**src/design/assert_macros.svh**
```systemverilog
`ifndef ASSERT_MACROS_SVH
`define ASSERT_MACROS_SVH

// Condition must hold at every clock edge out of reset.
`define ASSERT_HOLDS(lbl, cond) \
	lbl: assert property (@(posedge clk) disable iff (!arst_n) (cond)) \
	else $error("assertion failed: condition does not hold");

// General property checked on clk, disabled during reset.
`define ASSERT_PROP(lbl, prop) \
	lbl: assert property (@(posedge clk) disable iff (!arst_n) prop) \
	else $error("assertion failed: property violated");

`endif

```
**src/design/ffpa_pkg.sv**
```systemverilog
package ffpa_pkg;

	localparam int PAGES      = 1024;
	localparam int PAGE_SHIFT = 12;
	localparam int IDX_W      = $clog2(PAGES);
	localparam int CNT_W      = $clog2(PAGES + 1);
	localparam int ADDR_W     = 32;
	localparam int SIZE_W     = 32;
	localparam int HEAP_W     = ADDR_W + 1;
	localparam int PNUM_W     = ADDR_W - PAGE_SHIFT;
	localparam int COUNT_W    = 11;
	localparam int STATUS_W   = 2;

	localparam int IN_TDATA_W  = 64;
	localparam int OUT_TDATA_W = 48;

	localparam logic [HEAP_W-1:0] HEAP_BYTES = HEAP_W'(PAGES) << PAGE_SHIFT;
	localparam logic [HEAP_W-1:0] PAGE_MASK  = (HEAP_W'(1) << PAGE_SHIFT) - HEAP_W'(1);

	typedef logic [STATUS_W-1:0] status_t;

	localparam status_t ST_DONE     = 2'd0;
	localparam status_t ST_NO_SPACE = 2'd1;
	localparam status_t ST_BAD_SIZE = 2'd2;
	localparam status_t ST_BAD_FREE = 2'd3;

	localparam logic KIND_ALLOC = 1'b0;
	localparam logic KIND_FREE  = 1'b1;

	typedef struct packed {
		logic    clr;
		logic    latch;
		logic    scan;
		logic    mark;
		logic    free_start;
		logic    unmark;
		logic    res_load;
		status_t res_status;
	} cmd_t;

	typedef struct packed {
		logic kind_free;
		logic bad_size;
		logic no_room;
		logic bad_free;
		logic len_zero;
		logic hit;
		logic scan_end;
		logic rem_one;
		logic ptr_last;
		logic out_free;
	} sts_t;

endpackage

```
**src/design/ffpa_ctrl.sv**
```systemverilog
`include "assert_macros.svh"

module ffpa_ctrl import ffpa_pkg::*; (
	input  logic clk,
	input  logic arst_n,
	input  logic in_tvalid,
	output logic in_tready,
	input  sts_t sts,
	output cmd_t cmd
);

	localparam logic [2:0] S_CLEAR    = 3'd0;
	localparam logic [2:0] S_IDLE     = 3'd1;
	localparam logic [2:0] S_DECODE   = 3'd2;
	localparam logic [2:0] S_SCAN     = 3'd3;
	localparam logic [2:0] S_MARK     = 3'd4;
	localparam logic [2:0] S_FREE_CHK = 3'd5;
	localparam logic [2:0] S_UNMARK   = 3'd6;
	localparam logic [2:0] S_RESP     = 3'd7;

	logic [2:0] state_q;
	logic [2:0] state_d;
	status_t    code_q;
	status_t    code_d;

	always_comb begin
		state_d   = state_q;
		code_d    = code_q;
		cmd       = '0;
		in_tready = 1'b0;
		case (state_q)
			S_CLEAR: begin
				cmd.clr = 1'b1;
				if (sts.ptr_last) begin
					state_d = S_IDLE;
				end
			end
			S_IDLE: begin
				in_tready = 1'b1;
				if (in_tvalid) begin
					cmd.latch = 1'b1;
					state_d   = S_DECODE;
				end
			end
			S_DECODE: begin
				if (!sts.kind_free) begin
					if (sts.bad_size) begin
						code_d  = ST_BAD_SIZE;
						state_d = S_RESP;
					end else if (sts.no_room) begin
						code_d  = ST_NO_SPACE;
						state_d = S_RESP;
					end else begin
						state_d = S_SCAN;
					end
				end else if (sts.bad_free) begin
					code_d  = ST_BAD_FREE;
					state_d = S_RESP;
				end else begin
					// recorded length is read this cycle
					state_d = S_FREE_CHK;
				end
			end
			S_SCAN: begin
				cmd.scan = 1'b1;
				if (sts.hit) begin
					state_d = S_MARK;
				end else if (sts.scan_end) begin
					code_d  = ST_NO_SPACE;
					state_d = S_RESP;
				end
			end
			S_MARK: begin
				cmd.mark = 1'b1;
				if (sts.rem_one) begin
					code_d  = ST_DONE;
					state_d = S_RESP;
				end
			end
			S_FREE_CHK: begin
				if (sts.len_zero) begin
					code_d  = ST_BAD_FREE;
					state_d = S_RESP;
				end else begin
					cmd.free_start = 1'b1;
					state_d        = S_UNMARK;
				end
			end
			S_UNMARK: begin
				cmd.unmark = 1'b1;
				if (sts.rem_one || sts.ptr_last) begin
					code_d  = ST_DONE;
					state_d = S_RESP;
				end
			end
			S_RESP: begin
				// hold until the output register can take the result
				if (sts.out_free) begin
					cmd.res_load   = 1'b1;
					cmd.res_status = code_q;
					state_d        = S_IDLE;
				end
			end
			default: begin
				state_d = S_IDLE;
			end
		endcase
	end

	always_ff @(posedge clk or negedge arst_n) begin
		if (!arst_n) begin
			state_q <= S_CLEAR;
			code_q  <= ST_DONE;
		end else begin
			state_q <= state_d;
			code_q  <= code_d;
		end
	end

	`ASSERT_HOLDS(a_cmd_onehot, $onehot0({cmd.clr, cmd.latch, cmd.scan, cmd.mark, cmd.free_start, cmd.unmark, cmd.res_load}))
	`ASSERT_PROP(a_resp_to_idle, (cmd.res_load |=> (state_q == S_IDLE)))

endmodule

```
**config.mk**
```make
export PLATFORM = sky130hd
export DESIGN_NAME = ffpa_ctrl
export DESIGN_NICKNAME = d
export VERILOG_FILES = /design/src/design/ffpa_pkg.sv /design/src/design/ffpa_ctrl.sv
export VERILOG_INCLUDE_DIRS = /design/src /design/src/design
export SDC_FILE = /design/constraint.sdc
export NUM_CORES = 1
export LEC_CHECK = 0
export BUFFER_PORTS_ARGS = -buffer_cell sky130_fd_sc_hd__buf_2
export CAP_MARGIN = 20
export CORE_AREA = 2 2 39 41
export DETAILED_ROUTE_END_ITERATION = 7
export DIE_AREA = 0 0 41 43
export PLACE_DENSITY = 0.77
export SYNTH_ARGS = -nofsm -noshare
export SYNTH_HDL_FRONTEND = slang
export SYNTH_SLANG_ARGS = --single-unit
```
**constraint.sdc**
```tcl
create_clock -name clk -period 4.55 [get_ports clk]
set_input_delay 0.455 -clock clk [delete_from_list [all_inputs] [get_ports clk]]
set_output_delay 0.455 -clock clk [all_outputs]
set_load 0.01 [all_outputs]
```
-- Yosys cells after proc, flatten, opt, wreduce, memory -nomap -nowiden
Index checks and enable logic that the tools add are counted.
- equality and inequality tests: 18
- muxes and demuxes: 34
- reduce and logical (&&, ||, !) cells: 5
- operators by type and width (kind ; count):
    $mux 3 ; 12
    $pmux 3 s8 ; 1
    $mux 2 ; 10
    $ne 2x2->1 const B ; 8
    $eq 3x3->1 const B ; 4
    $mux 1 ; 10
    $pmux 2 s5 ; 1
    $reduce_and 8->1 ; 1
    $eq 3x2->1 const B ; 2
    $ne 3x3->1 const B ; 2
    $reduce_and 6->1 ; 1
    $reduce_bool 5->1 ; 1
    $ne 4x4->1 const B ; 1
    $eq 3x1->1 const B ; 1
    $logic_not 3->1 ; 1
    $logic_or 1x1->1 ; 1
- bits in registers: 5
- bits of input ports: 13
- output and inout port bits: 10
- word-level logic and storage cells: 59

-- Logic depth before layout (Yosys ltp)
- word-level depth: 4
- mapped depth: 6
- mapped depth without buffers: 5

-- Worst setup path after synthesis
Ideal clock, no wire load.
- path type: in2reg
- start: input sts[9] in the netlist's numbering
- end: register code_q[0]
- library setup time: 128 ps
- arrival: 1565 ps
- setup slack: 2857 ps
- cell stages on the path: 5
- buffers on the path: 0
- path through: or4_1 > a21oi_1 > nor2_1 > nand4_1 > mux2_1
- cells in the longest elaborated chain, start to end: 2
- elaborated cells on any way between the ends: 5
- classes of those cells: eq/ne: 2; mux: 2; reduce/logical: 1
- RTL lines (item ; line ; source):
    start: declaration ; ffpa_ctrl.sv:8 ; input sts_t sts,
    $ne 4x4->1 (no source line), or another cell as far along ; -- ;
    $reduce_and 8->1 (no source line) / $pmux 2 s5 (equally long branches) ; -- ;
    end signal: assignment ; ffpa_ctrl.sv:116 ; code_q <= code_d;
    end: declaration ; ffpa_ctrl.sv:23 ; status_t code_q;
Parallel ways exist; a longest one is shown, timed or not.
A chain may end at the register's enable or synchronous reset.

==> results.json <==
{
  "clock-sinks": 5,
  "cp_num_cells": 4,
  "grt_usage_pct": 14.7,
  "crit_type": "reg -> out",
  "ctsHoldBuffers": 0,
  "ir_worst_vdd_mv": 0.207,
  "cts_resized": 0,
  "ys_seq_elements": 5,
  "status": "finished clean",
  "vias_per_cell": 5.28,
  "fp.dieArea_um2": 1760,
  "boundaryPins": 23,
  "clockRootBuffer": "clkbuf_4",
  "ant_nets": 0,
  "comb_power_share_pct": 56.9,
  "hpwl_um": 904,
  "setup.worst_path.start": "state_q[2]",
  "die_y_um": 43,
  "relSlewSlack_pct": 60.4,
  "skew_ps": 4.36,
  "gp_congestion": 0.804,
  "clock.fmax_ghz": 0.459,
  "slew_viol_final": 0,
  "p_per_area_nw_per_um2": 660,
  "grt_pass1_vias": 459,
  "power_frac_clock_pct": 12.0,
  "grt_pass1_wl_um": 1820,
  "mostFrequentLayoutCell": "buf_2",
  "placed_cell_area_um2": 596,
  "syn_area_um2": 499,
  "reg2reg_to": "code_q[1]",
  "critical_path_required_ps": 4090,
  "core_um2": 1380,
  "grt.overflow.total": 0,
  "worstPathArrival_ps": 1720,
  "num_rows": 14,
  "regToRegSetupSlack_ps": 2610,
  "drt-total-wl_um": 1140,
  "instances_no_fill": 99,
  "routedWlPerCell_um": 11.5,
  "vias": 523,
  "internal-power_w": 0.000221,
  "clockBufferDepth": 2,
  "hold_path_class": "in -> async",
  "clk_pin_slew_worst_paths_ps": 40,
  "tightest_slew_ps": 594,
  "io_buffer_count": 22,
  "path_buf_inv": 1,
  "finalHoldViolCount": 0,
  "r2r-start": "state_q[0]",
  "pwr-share-seq_pct": 31.0,
  "synth.distinct_cells": 28,
  "final_cell_mix": "buf_2 (22), nor2_1 (6)",
  "sw_frac_of_total_pct": 46.2,
  "slowest_stage": "dfrtp_1",
  "die_w_um": 41,
  "path_max_fanout": 19,
  "drt_first_iter_violations": 7,
  "drt_pass1_iterations": 4,
  "area_growth_pct": 24.6,
  "htreeDepth": 1,
  "syn_nets": 74,
  "grt_max_degree": 20,
  "end_kind": "primary output",
  "setup_viol": 0,
  "route.detailed.drc": 0,
  "ys.warnings.count": 0,
  "cp_cell_sequence": "nand2_1, nor3_1, and2_1, buf_2",
  "finalSetupTns_ps": 0,
  "dpl.cell_count": 95,
  "start_kind": "flip-flop",
  "rsz0062_at_grt": "no",
  "seq_area_frac_synth_pct": 25.1,
  "cts_tree": "done",
  "initial_core_util_pct": 36.1,
  "fin_crit_sh_pct": 47.9,
  "numCtsBuffers": 3,
  "p_leak_nw": 0.311,
  "min_period_ps": 2180,
  "ff2ff_path_depth": 5,
  "cts_setup_buffers": 0,
  "drive_gt1_share_pct": 36.1,
  "num_antenna_cells": 0,
  "clk_latency_ps": 240,
  "synth_cells": 61,
  "drv_cap": 0,
  "slowest_delay_ps": 710,
  "nNetsFinal": 97,
  "finish.instance_area_um2": 622,
  "crit_family": "flip-flops",
  "switching_power_w": 0.000190,
  "syn_area_per_cell_um2": 8.18,
  "crit_end": "cmd[1]",
  "antenna_found_initial": 0
}
[flip-flops by register name (all words and copies together), names as in the netlist]
register,cells
code_q,2
state_q,3
[worst min path at each step]
| stage | endpoint | slack [ps] | cells past startpoint |
|---|---|---|---|
| after floorplan | code_q[0] | 160 | 0 |
| after global placement | state_q[0] | 270 | 1 |
| after detailed placement | state_q[0] | 270 | 1 |
| after CTS | state_q[0] | 20 | 1 |
| after global routing | state_q[2] | 20 | 1 |
| final | state_q[0] | 20 | 1 |
[logic make-up (layout without fill, tap and decap cells)]
logic type             count (synthesis)  after routing  share of synthesized area, %
AOI/OAI and AO/OA                     17             17                          21.3
buffers and inverters                  7             29                          9.02
DFF                                    5              5                          25.1
muxes                                  6              6                          14.5
and+or+nand+nor                       26             26                          30.1
[cells in the mapped netlist]
library cell  n  area [um2]
nor2_1        6        22.5
a21oi_1       5        25.0
dfrtp_1       5         125
nor2b_1       5        31.3
nor3_1        5        25.0
o21ai_0       4        20.0
buf_4         3        22.5
and2_1        2        12.5
inv_1         2        7.51
mux2_1        2        22.5
mux2_4        2        30.0
mux2i_1       2        20.0
nand2_1       2        7.51
o31ai_1       2        15.0
a211o_1       1        8.76
a221o_1       1        10.0
and3_1        1        6.26
buf_6         1        11.3
inv_2         1        3.75
nand2b_1      1        6.26
nand2b_4      1        13.8
nand4_1       1        6.26
nor2_4        1        11.3
o211ai_1      1        7.51
o21ai_1       1        5.00
o22ai_1       1        6.26
o41ai_1       1        8.76
or4_1         1        7.51
[metal layers]
layer  vias up  global-route usage, %  wire (um)
li1        263                      -          -
met1       244                   18.2        507
met2        16                   24.4        573
met3         0                   3.14         62
met4         0                   4.00          0
met5         -                      0          0
[final cells by class]
type,count,area [um2]
fillers,142,762
multi-input cells,49,329
flip-flops and latches,5,125
repair buffers,22,110
clock buffers,4,26.3
well taps,16,20.0
inverters,3,11.3
[power groups by stage]
stage,registers (W),logic [W],clock network (W)
final,0.000127,0.000234,0.0000495
after global routing,0.000135,0.000261,0.0000546
after CTS,0.000125,0.000235,0.0000509
after detailed placement,0.000126,0.000234,0
after global placement,0.000125,0.000230,0
after floorplan,0.0000828,0.000238,0
[per-stage QoR]
step	worst slack, ps	hold WS, ps	util [%]	total power, W
CTS	2370	19.2	44.9	0.000411
global placement	2610	270	43.0	0.000355
global route	2170	16.5	44.9	0.000450
finish	2370	20.1	44.9	0.000411
floorplan	2860	159	-	0.000321
detailed placement	2620	272	43.0	0.000360
Note: power is estimated with default switching activity, not from simulation.
